## src/jwdm_pkg.sv

```systemverilog
package jwdm_pkg;

  localparam int AXIS_W   = 8;
  localparam int BTN_W    = 6;
  localparam int RPM_W    = 13;
  localparam int DB_W     = 8;
  localparam int TGT_W    = 21;
  localparam int CNT_W    = 2;
  localparam int CFG_W    = RPM_W;
  localparam int WHEELS   = 4;

  localparam logic [AXIS_W-1:0] CENTRE        = AXIS_W'(128);
  localparam logic [RPM_W-1:0]  RPM_RESET     = RPM_W'(4000);
  localparam logic [DB_W-1:0]   DB_RESET      = DB_W'(50);
  localparam logic [CNT_W-1:0]  CNT_MAX       = CNT_W'(3);
  localparam logic [CNT_W-1:0]  CNT_STABLE    = CNT_W'(2);
  localparam int                STOP_BTN      = 0;

  // wheel direction, two's complement -1/0/+1
  typedef enum logic [1:0] {
    DIR_STOP = 2'b00,
    DIR_POS  = 2'b01,
    DIR_NEG  = 2'b11
  } dir_t;

  typedef enum logic [0:0] {
    CFG_FULL_SPEED = 1'b0,
    CFG_DEAD_BAND  = 1'b1
  } cfg_idx_t;

  typedef logic signed [TGT_W-1:0] target_t;

endpackage

```

## src/joystick_wheel_drive_mapper.sv

```systemverilog
// Maps one gamepad word per cycle onto four wheel directions and speed targets.
// Every accepted word yields exactly one result word: the four current targets
// (1/128 rpm, two's complement) and a flag telling whether this word wrote them.
// Throughput is one word per cycle while out_stall is low; a word passes the
// input register, then the classify / 13x8 multiply / debounce logic into
// the result register, which also holds the wheel state. A stalled result holds
// the input register, and the input side stalls only when that register is full
// and cannot move on. Config (full_speed_rpm, dead_band) is written through a
// plain write port and takes effect on the next word that reaches the logic.
module joystick_wheel_drive_mapper (
  input  logic                                 clk,
  input  logic                                 rst_n,
  // config write port
  input  logic                                 cfg_we,
  input  jwdm_pkg::cfg_idx_t                   cfg_index,
  input  logic [jwdm_pkg::CFG_W-1:0]           cfg_data,
  // gamepad words
  input  logic                                 in_valid,
  output logic                                 in_stall,
  input  logic [jwdm_pkg::AXIS_W-1:0]          in_left_y,
  input  logic [jwdm_pkg::AXIS_W-1:0]          in_left_x,
  input  logic [jwdm_pkg::AXIS_W-1:0]          in_right_y,
  input  logic [jwdm_pkg::BTN_W-1:0]           in_buttons,
  // result words
  output logic                                 out_valid,
  input  logic                                 out_stall,
  output logic signed [jwdm_pkg::TGT_W-1:0]    out_wheel_one_target,
  output logic signed [jwdm_pkg::TGT_W-1:0]    out_wheel_two_target,
  output logic signed [jwdm_pkg::TGT_W-1:0]    out_wheel_three_target,
  output logic signed [jwdm_pkg::TGT_W-1:0]    out_wheel_four_target,
  output logic                                 out_targets_changed
);
  import jwdm_pkg::*;

  // config registers
  logic [RPM_W-1:0]  full_speed_r;
  logic [DB_W-1:0]   dead_band_r;

  // input register
  logic              s1_valid_r;
  logic [AXIS_W-1:0] s1_left_y_r;
  logic [AXIS_W-1:0] s1_left_x_r;
  logic [AXIS_W-1:0] s1_right_y_r;
  logic [BTN_W-1:0]  s1_buttons_r;

  // wheel state; the target registers double as the result payload
  dir_t              wheel_dir_r    [WHEELS];
  dir_t              wheel_dir_nxt  [WHEELS];
  target_t           wheel_tgt_r    [WHEELS];
  target_t           wheel_tgt_nxt  [WHEELS];
  logic [BTN_W-1:0]  last_sample_r;
  logic [BTN_W-1:0]  last_sample_nxt;
  logic [CNT_W-1:0]  run_cnt_r;
  logic [CNT_W-1:0]  run_cnt_nxt;
  logic [BTN_W-1:0]  prev_stable_r;
  logic [BTN_W-1:0]  prev_stable_nxt;

  // result register control
  logic              out_valid_r;
  logic              out_changed_r;
  logic              out_changed_nxt;

  logic              s1_adv;
  logic              in_acc;

  // datapath intermediates
  logic [AXIS_W-1:0]   dx;
  logic [AXIS_W-1:0]   dy;
  logic                in_x;
  logic                in_y;
  logic                speed_upd;
  logic [AXIS_W-1:0]   defl;
  logic [TGT_W-1:0]    mag;
  target_t             mag_pos;
  target_t             mag_neg;
  logic                stable;
  logic [BTN_W-1:0]    rise;
  logic                stop_edge;

  // word moves out of the input register when the result side can take it
  assign s1_adv   = s1_valid_r && (!out_valid_r || !out_stall);
  assign in_stall = s1_valid_r && !s1_adv;
  assign in_acc   = in_valid && !in_stall;

  // distance of each axis from centre
  assign dx   = (s1_left_x_r >= CENTRE) ? AXIS_W'(s1_left_x_r - CENTRE)
                                         : AXIS_W'(CENTRE - s1_left_x_r);
  assign dy   = (s1_left_y_r >= CENTRE) ? AXIS_W'(s1_left_y_r - CENTRE)
                                         : AXIS_W'(CENTRE - s1_left_y_r);
  assign in_x = dx < dead_band_r;
  assign in_y = dy < dead_band_r;

  // direction rules, first match wins, otherwise hold
  always_comb begin
    wheel_dir_nxt = wheel_dir_r;
    priority if (s1_left_y_r > CENTRE && in_x) begin
      wheel_dir_nxt = '{DIR_NEG, DIR_NEG, DIR_NEG, DIR_NEG};
    end else if (s1_left_y_r < CENTRE && in_x) begin
      wheel_dir_nxt = '{DIR_POS, DIR_POS, DIR_POS, DIR_POS};
    end else if (in_x) begin
      wheel_dir_nxt = '{DIR_STOP, DIR_STOP, DIR_STOP, DIR_STOP};
    end else if (s1_left_x_r < CENTRE && in_y) begin
      wheel_dir_nxt = '{DIR_NEG, DIR_POS, DIR_NEG, DIR_POS};
    end else if (s1_left_x_r > CENTRE && in_y) begin
      wheel_dir_nxt = '{DIR_POS, DIR_NEG, DIR_POS, DIR_NEG};
    end else if (in_y) begin
      wheel_dir_nxt = '{DIR_STOP, DIR_STOP, DIR_STOP, DIR_STOP};
    end else begin
      wheel_dir_nxt = wheel_dir_r;
    end
  end

  // speed magnitude: full speed times right stick deflection (0..128)
  assign speed_upd = s1_right_y_r <= CENTRE;
  assign defl      = AXIS_W'(CENTRE - s1_right_y_r);
  assign mag       = TGT_W'(full_speed_r) * TGT_W'(defl);
  assign mag_pos   = target_t'(mag);
  assign mag_neg   = target_t'(~mag + TGT_W'(1));

  // button debounce
  always_comb begin
    last_sample_nxt = last_sample_r;
    if (s1_buttons_r == last_sample_r) begin
      run_cnt_nxt = (run_cnt_r < CNT_MAX) ? CNT_W'(run_cnt_r + CNT_W'(1)) : run_cnt_r;
    end else begin
      run_cnt_nxt     = '0;
      last_sample_nxt = s1_buttons_r;
    end
  end

  assign stable          = run_cnt_nxt >= CNT_STABLE;
  assign rise            = s1_buttons_r & ~prev_stable_r;
  assign stop_edge       = stable && rise[STOP_BTN];
  assign prev_stable_nxt = stable ? s1_buttons_r : prev_stable_r;

  // targets: speed update first, stop edge overrides
  always_comb begin
    wheel_tgt_nxt = wheel_tgt_r;
    if (speed_upd) begin
      for (int w = 0; w < WHEELS; w++) begin
        unique case (wheel_dir_nxt[w])
          DIR_POS: wheel_tgt_nxt[w] = mag_pos;
          DIR_NEG: wheel_tgt_nxt[w] = mag_neg;
          default: wheel_tgt_nxt[w] = '0;
        endcase
      end
    end
    if (stop_edge) begin
      for (int w = 0; w < WHEELS; w++) begin
        wheel_tgt_nxt[w] = '0;
      end
    end
  end

  assign out_changed_nxt = speed_upd || stop_edge;

  always_ff @(posedge clk) begin
    if (!rst_n) begin
      full_speed_r  <= RPM_RESET;
      dead_band_r   <= DB_RESET;
      s1_valid_r    <= 1'b0;
      out_valid_r   <= 1'b0;
      last_sample_r <= '0;
      run_cnt_r     <= '0;
      prev_stable_r <= '0;
      for (int w = 0; w < WHEELS; w++) begin
        wheel_dir_r[w] <= DIR_STOP;
        wheel_tgt_r[w] <= '0;
      end
    end else begin
      if (cfg_we) begin
        unique case (cfg_index)
          CFG_FULL_SPEED: full_speed_r <= cfg_data[RPM_W-1:0];
          CFG_DEAD_BAND:  dead_band_r  <= cfg_data[DB_W-1:0];
          default: ;
        endcase
      end

      if (in_acc) begin
        s1_valid_r   <= 1'b1;
        s1_left_y_r  <= in_left_y;
        s1_left_x_r  <= in_left_x;
        s1_right_y_r <= in_right_y;
        s1_buttons_r <= in_buttons;
      end else if (s1_adv) begin
        s1_valid_r <= 1'b0;
      end

      if (s1_adv) begin
        out_valid_r   <= 1'b1;
        out_changed_r <= out_changed_nxt;
        wheel_dir_r   <= wheel_dir_nxt;
        wheel_tgt_r   <= wheel_tgt_nxt;
        last_sample_r <= last_sample_nxt;
        run_cnt_r     <= run_cnt_nxt;
        prev_stable_r <= prev_stable_nxt;
      end else if (out_valid_r && !out_stall) begin
        out_valid_r <= 1'b0;
      end
    end
  end

  assign out_valid              = out_valid_r;
  assign out_targets_changed    = out_changed_r;
  assign out_wheel_one_target   = wheel_tgt_r[0];
  assign out_wheel_two_target   = wheel_tgt_r[1];
  assign out_wheel_three_target = wheel_tgt_r[2];
  assign out_wheel_four_target  = wheel_tgt_r[3];

  // diagonal wheels always share direction and target
  a_diag_pairs: assert property (@(posedge clk) disable iff (!rst_n)
    wheel_dir_r[0] == wheel_dir_r[2] && wheel_dir_r[1] == wheel_dir_r[3] &&
    wheel_tgt_r[0] == wheel_tgt_r[2] && wheel_tgt_r[1] == wheel_tgt_r[3])
    else $error("diagonal wheels disagree");

  // a speed update always flags the result
  a_speed_flag: assert property (@(posedge clk) disable iff (!rst_n)
    s1_adv && speed_upd |=> out_valid_r && out_changed_r)
    else $error("speed update not flagged");

  // stop edge leaves all targets at zero
  a_stop_zero: assert property (@(posedge clk) disable iff (!rst_n)
    s1_adv && stop_edge |=> wheel_tgt_r[0] == '0 && wheel_tgt_r[1] == '0 &&
                            wheel_tgt_r[2] == '0 && wheel_tgt_r[3] == '0)
    else $error("stop edge did not clear targets");

  // wheel state only moves together with a new result word
  a_state_hold: assert property (@(posedge clk) disable iff (!rst_n)
    !s1_adv |=> $stable(wheel_tgt_r[0]) && $stable(wheel_tgt_r[1]) &&
                $stable(run_cnt_r) && $stable(prev_stable_r))
    else $error("state changed without a word");

endmodule
```

## config.mk

```make
export PLATFORM = sky130hd
export DESIGN_NAME = joystick_wheel_drive_mapper
export DESIGN_NICKNAME = d
export VERILOG_FILES = /design/src/jwdm_pkg.sv /design/src/joystick_wheel_drive_mapper.sv
export SDC_FILE = /design/constraint.sdc
export NUM_CORES = 1
export LEC_CHECK = 0
export BUFFER_PORTS_ARGS = -buffer_cell sky130_fd_sc_hd__clkbuf_2
export CAP_MARGIN = 20
export CORE_MARGIN = 1
export CORE_UTILIZATION = 45
export CTS_BUF_LIST = sky130_fd_sc_hd__clkbuf_4 sky130_fd_sc_hd__clkbuf_8 sky130_fd_sc_hd__clkbuf_16
export DETAILED_ROUTE_END_ITERATION = 7
export GPL_ROUTABILITY_DRIVEN = 0
export PLACE_DENSITY = 0.71
export SLEW_MARGIN = 20
export SYNTH_ARGS = -nofsm -noshare
export SYNTH_HDL_FRONTEND = slang
export SYNTH_SLANG_ARGS = --single-unit
```

## constraint.sdc

```tcl
create_clock -name clk -period 13.38 [get_ports clk]
set_input_delay 0.669 -clock clk [delete_from_list [all_inputs] [get_ports clk]]
set_output_delay 0.669 -clock clk [all_outputs]
set_load 0.1 [all_outputs]
```

# == Word-level counts from Yosys, hierarchy flattened ==
# Cells that the tools add are included.
# word_totals
reg_bits,155
input_bits,49
output_inout_bits,87
word_cells,98
# op_classes
addsub,7
multipliers,1
n_lt_le_gt_ge,11
eq_ne,9
n_mux,20
bitwise,5
n_reduce_logical,25
# ops
operator,n
84-bit two-way mux,2
21-bit case mux with 2 select lines,4
8-bit two-way mux,8
"8-bit subtractor, first input constant",3
"21-bit by 1-bit adder with 21-bit output, second input constant",1
13-bit by 8-bit multiplier with 21-bit output,1
21-bit inverter,1
"8-bit >= comparator, second input constant",2
"8-bit > comparator, second input constant",2
8-bit less-than comparator,2
"8-bit less-than comparator, second input constant",2
"8-bit subtractor, second input constant",2
2-bit AND reduction,7
1-bit logical AND,9
"2-bit by 1-bit == test with 1-bit output, second input constant",4
"2-bit == test, second input constant",4
"8-bit less-or-equal comparator, second input constant",1
6-bit == test,1
2-bit nonzero test,3
1-bit zero test,4
1-bit two-way mux,4
2-bit two-way mux,2
1-bit inverter,3
"2-bit by 1-bit adder with 2-bit output, second input constant",1
4 further kinds,5

# == Longest topological paths before layout ==
# depth
word_depth,13
mapped_depth,27
depth_no_buf,24

# == Least setup slack after synthesis ==
# OpenSTA, ideal clock, no wires.
# synth_path
path_type,flip-flop to flip-flop
startpoint,reg s1_right_y_r[0]
endpoint,"reg wheel_tgt_r, in the netlist out_wheel_one_target[20]"
setup_time_ns,0.127
arrival_time_ns,6.308
required_time_ns,13.253
path_slack_ns,6.945
stages_incl_launch_ff,26
path_buffers,4
period_less_slack_ns,6.435
cell_sequence,edfxtp_1 -> clkbuf_1 -> clkbuf_1 -> inv_1 -> ha_1 -> and3_1 -> xnor2_1 -> clkbuf_1 -> and2_1 -> fa_1 -> fa_1 -> fa_1 -> inv_1 -> fa_1 -> inv_1 -> ha_1 -> buf_2 -> a21o_1 -> a311oi_1 -> a21oi_1 -> a311oi_1 -> xnor2_1 -> or3_1 -> o21ai_1 -> xor2_1 -> o21ai_1
# synth_between
elab_chain_cells,7
word_cells_on_any_way,10
cone_classes,2 x add/sub; 1 x mul; 1 x order compare; 3 x mux; 1 x bitwise; 2 x reduce/logical
# synth_lines
item,line_no,rtl
"start, declared",joystick_wheel_drive_mapper.sv:43,logic [AXIS_W-1:0] s1_right_y_r;
"start signal, assigned",joystick_wheel_drive_mapper.sv:183,s1_right_y_r <= in_right_y;
8-bit subtractor,joystick_wheel_drive_mapper.sv:115,assign defl = AXIS_W'(CENTRE - s1_right_y_r);
13-bit by 8-bit multiplier with 21-bit output,joystick_wheel_drive_mapper.sv:116,assign mag = TGT_W'(full_speed_r) * TGT_W'(defl);
21-bit inverter,joystick_wheel_drive_mapper.sv:118,assign mag_neg = target_t'(~mag + TGT_W'(1));
21-bit by 1-bit adder with 21-bit output,joystick_wheel_drive_mapper.sv:118,
21-bit case mux with 2 select lines,joystick_wheel_drive_mapper.sv:141,unique case (wheel_dir_nxt[w])
84-bit two-way mux,joystick_wheel_drive_mapper.sv:139,if (speed_upd) begin
84-bit two-way mux,joystick_wheel_drive_mapper.sv:148,if (stop_edge) begin
"end signal, assigned",joystick_wheel_drive_mapper.sv:193,wheel_tgt_r <= wheel_tgt_nxt;
"end, declared",joystick_wheel_drive_mapper.sv:49,target_t wheel_tgt_r [WHEELS];
# Several ways; a longest one is shown, not always the timed one. The select of a mux whose other input is x is not followed.
# A chain may end at the register's enable or synchronous reset.

# == Worst setup path in the final report ==
# layout_path
startpoint,reg s1_right_y_r[0]
endpoint,"reg wheel_tgt_r, in the netlist out_wheel_one_target[15]"
# Same word-level chain as after synthesis.

==> impl_results.md <==
- Tot Pwr: 2.82 mW
- Hold Buf Count CTS: 0
- Post-CTS sizing: 0
- Fmax: 135 MHz
- Power Density: 229 nW/um2
- Layout net count: 1,537
- Final Hold Fails: 0
- Clk sinks: 155
- Fin crit period: 7380 ps
- H-tree depth: 4
- Worst-skew pair later-pin latency: 430 ps
- Seq/Total Area, Yosys: 31.5%
- Worst-case clock skew: 9.32 ps
- CTS tree: built
- Setup TNS: 0 ps
- Async set or reset register ratio after synthesis: 0%
- Router iterations before antenna repair: 5
- Final setup fails: 0
- Initial Util: 46.1%
- Crit-path max FO: 17
- Vias: 8,789
- Row count: 56
- Tcrit/Tclk final: 55.2%
- Antenna violations before repair: 0
- Pint: 1.38 mW
- Max transition margin: 27.3%
- Hold WC Path Type: in2reg
- Fillers: 2,223
- Mapped cell area: 10,800 um2
- Area of the multi-input gates: 6820 um2
- Pin count of the biggest net entering global routing: 77
- Reg area: 3410 um2
- Worst setup margin: 6000 ps
- Worst-case reg-to-reg path depth: 21
- Switching power total: 1.44 mW
- Clk pwr share: 17.4%
- RSZ-0062 raised after global routing: no
- Layout area overhead: 13.7%
- Placed cell areas: 11,700 um2
- Part of the power in registers: 20.1%
- Total CTS buffers: 17
- Setup CP Type: reg2reg
- Core ar.: 23,500 um2
- Worst-Margin Slew: 1090 ps
- DRC errors left: 0
- Combinational power share: 62.5%
- CP Data Required Time: 13,700 ps
- Ant diodes: 0
- IO Pins: 136
- Die H: 157 um
- Routed len/inst: 15.2 um
- Worst EP arrival: 7700 ps
- Hold WS: 409 ps
- First-pass GRT wire length: 42,700 um
- Slew Viols, Final: 0
- Synthesized area per cell: 8.59 um2
- Mapped Cells: 1,263
- Setup crit start kind: register
- Vias per cell: 5.19
- CTS Root Cell: clkbuf_16
- Die X: 157 um
- Design area: 12,300 um2
- Dominant synthesized flop cell: dfxtp_1
- Outcome: complete, no violations
- PortBufs: 135
- EDFF count, synth: 31
- Post-CTS setup buffer count: 0
- DR iter-0 viols: 456
- Antenna Violating Nets Remaining: 0
- Syn Nets: 1,437
- Number of global-route vias before repair: 8,744
- Lkg Pwr: 5.54 nW
- Yosys cell types: 69
- Synth warnings: 0
- DIE AREA: 24,700 um2
- Share of cells above drive strength 1: 14.9%
- Flops & latches, synth: 155
- Post-Route WL: 25,800 um
- Estimated wirelength of the detail-placed design: 19,800 um
- CP Capture Type: register
- Peak VDD IR: 167 uV
- Overall Global Routing Usage: 22.0%
- Gr ovfl total: 0
- Deepest clock path buffer count: 2
- Clock slew at reported path FFs: 70 ps
- Max-cap violations: 0
- Switching part of the total: 50.9%
- WHS Path Cells: 1
- Post-place setup slack: 6070 ps
## metal layers
metal / GRT usage [%] / share of wire [%]
met2: 37.0 / 48
met4: 8.37 / 2.3
met5: 0 / 0
met1: 27.9 / 44
met3: 4.05 / 5.8
## cell families (layout without fill, tap and decap cells)
family,count (synthesis),count (layout),synth area share [%]
compound gates,224,224,13.2
xor+xnor,109,109,8.87
fa+ha+maj,125,125,19.0
buf+inv,167,280,5.81
flops,155,155,31.5
mux,7,7,0.715
simple gates,476,476,20.9
## cell usage in the layout, fill, tap and decap left out, types with 6 or more instances in the layout
cell | synthesis | final
nand2_1 | 217 | 217
o21ai_1 | 44 | 44
a21o_1 | 10 | 10
a22oi_1 | 8 | 8
o21ai_0 | 64 | 64
nand2b_1 | 11 | 11
clkbuf_2 | 0 | 135
fa_1 | 66 | 66
inv_1 | 110 | 110
nor2_1 | 89 | 88
and3_1 | 6 | 6
edfxtp_1 | 31 | 31
nor3b_1 | 10 | 10
xor2_1 | 54 | 54
clkbuf_16 | 0 | 17
mux2_2 | 6 | 6
nor3_1 | 16 | 16
xnor2_1 | 54 | 53
dfxtp_1 | 124 | 124
a21boi_0 | 20 | 20
inv_6 | 0 | 6
a21oi_1 | 25 | 25
nor2b_1 | 14 | 14
nand3_1 | 11 | 11
ha_1 | 59 | 59
and2_1 | 73 | 72
## layout make-up
| type | count | share of cell area (%) |
|---|---|---|
| multi-input combinational | 941 | 55.3 |
| inverter | 110 | 3.35 |
| clock buffer | 18 | 3.51 |
| clock inverter | 14 | 1.29 |
| tap | 319 | 3.24 |
| timing repair buffer | 138 | 5.66 |
| sequential | 155 | 27.7 |
## Yosys cell counts, drive strengths merged (5+ instances only)
cell type,number,area [um2]
o21a,5,37.5
xor2,54,473
nor2,89,334
nand2b,11,68.8
buf,8,33.8
mux2,6,67.6
a22oi,8,60.1
xnor2,55,489
and3,6,37.5
nand3,11,55.1
edfxtp,31,931
and2,73,457
dfxtp,124,2480
a211oi,7,72.6
a21oi,25,125
or3,5,36.3
o211a,5,50.1
a21o,10,75.1
fa,66,1320
nor3b,11,87.6
o211ai,6,50.1
o21ai,109,557
clkbuf,49,184
inv,110,413
a21boi,21,161
nor2b,14,87.6
nand2,217,815
ha,59,738
nor3,17,90.1
## flip-flops by register name, indices dropped and copies added (netlist names)
register and flops:
dead_band_r 8, wheel_dir_r 8, s1_left_x_r 8, out_valid 1
s1_valid_r 1, out_targets_changed 1, out_wheel_three_target 21, out_wheel_four_target 21
s1_left_y_r 8, full_speed_r 13, s1_buttons_r 6, prev_stable_r 1
out_wheel_one_target 21, last_sample_r 6, out_wheel_two_target 21, run_cnt_r 2
s1_right_y_r 8
## worst max-delay path, cell delays in order (launching register included)
cell and delay (ps):
edfxtp_1 690, inv_1 90, ha_1 240, and3_1 170
xnor2_1 790, and2_1 270, fa_1 460, fa_1 530
fa_1 540, inv_1 50, fa_1 520, inv_1 40
ha_1 370, a21o_1 250, nor3_1 200, a21oi_1 160
o311ai_2 690, nor3b_1 310, nor3b_1 420, nor2_1 100
xnor2_1 150, o21ai_0 230
## final timing paths
kind | startpoint | slack (ps) | endpoint
setup / recovery | s1_right_y_r[0] | 6000 | out_wheel_one_target[15]
hold / removal | in_buttons[1] | 410 | s1_buttons_r[1]
setup reg to reg | s1_right_y_r[0] | 6000 | out_wheel_one_target[15]
hold reg to reg | out_wheel_three_target[14] | 450 | out_wheel_three_target[14]
## per-stage QoR
stage / util [%] / instances
2_1_floorplan: - / 1263
3_3_place_gp: 49.8 / 1663
3_5_place_dp: 49.8 / 1663
4_1_cts: 52.3 / 1695
5_1_grt: 52.4 / 1695
6_report: 52.4 / 1695
## power by group through the flow
stage | registers (mW) | logic, mW | clock network [mW]
4_1_cts | 0.568 | 1.75 | 0.498
3_3_place_gp | 0.576 | 1.71 | 0
2_1_floorplan | 0.856 | 1.13 | 0
3_5_place_dp | 0.578 | 1.75 | 0
6_report | 0.568 | 1.76 | 0.491
5_1_grt | 0.573 | 1.92 | 0.517
Power figures use the tool's default switching activity.
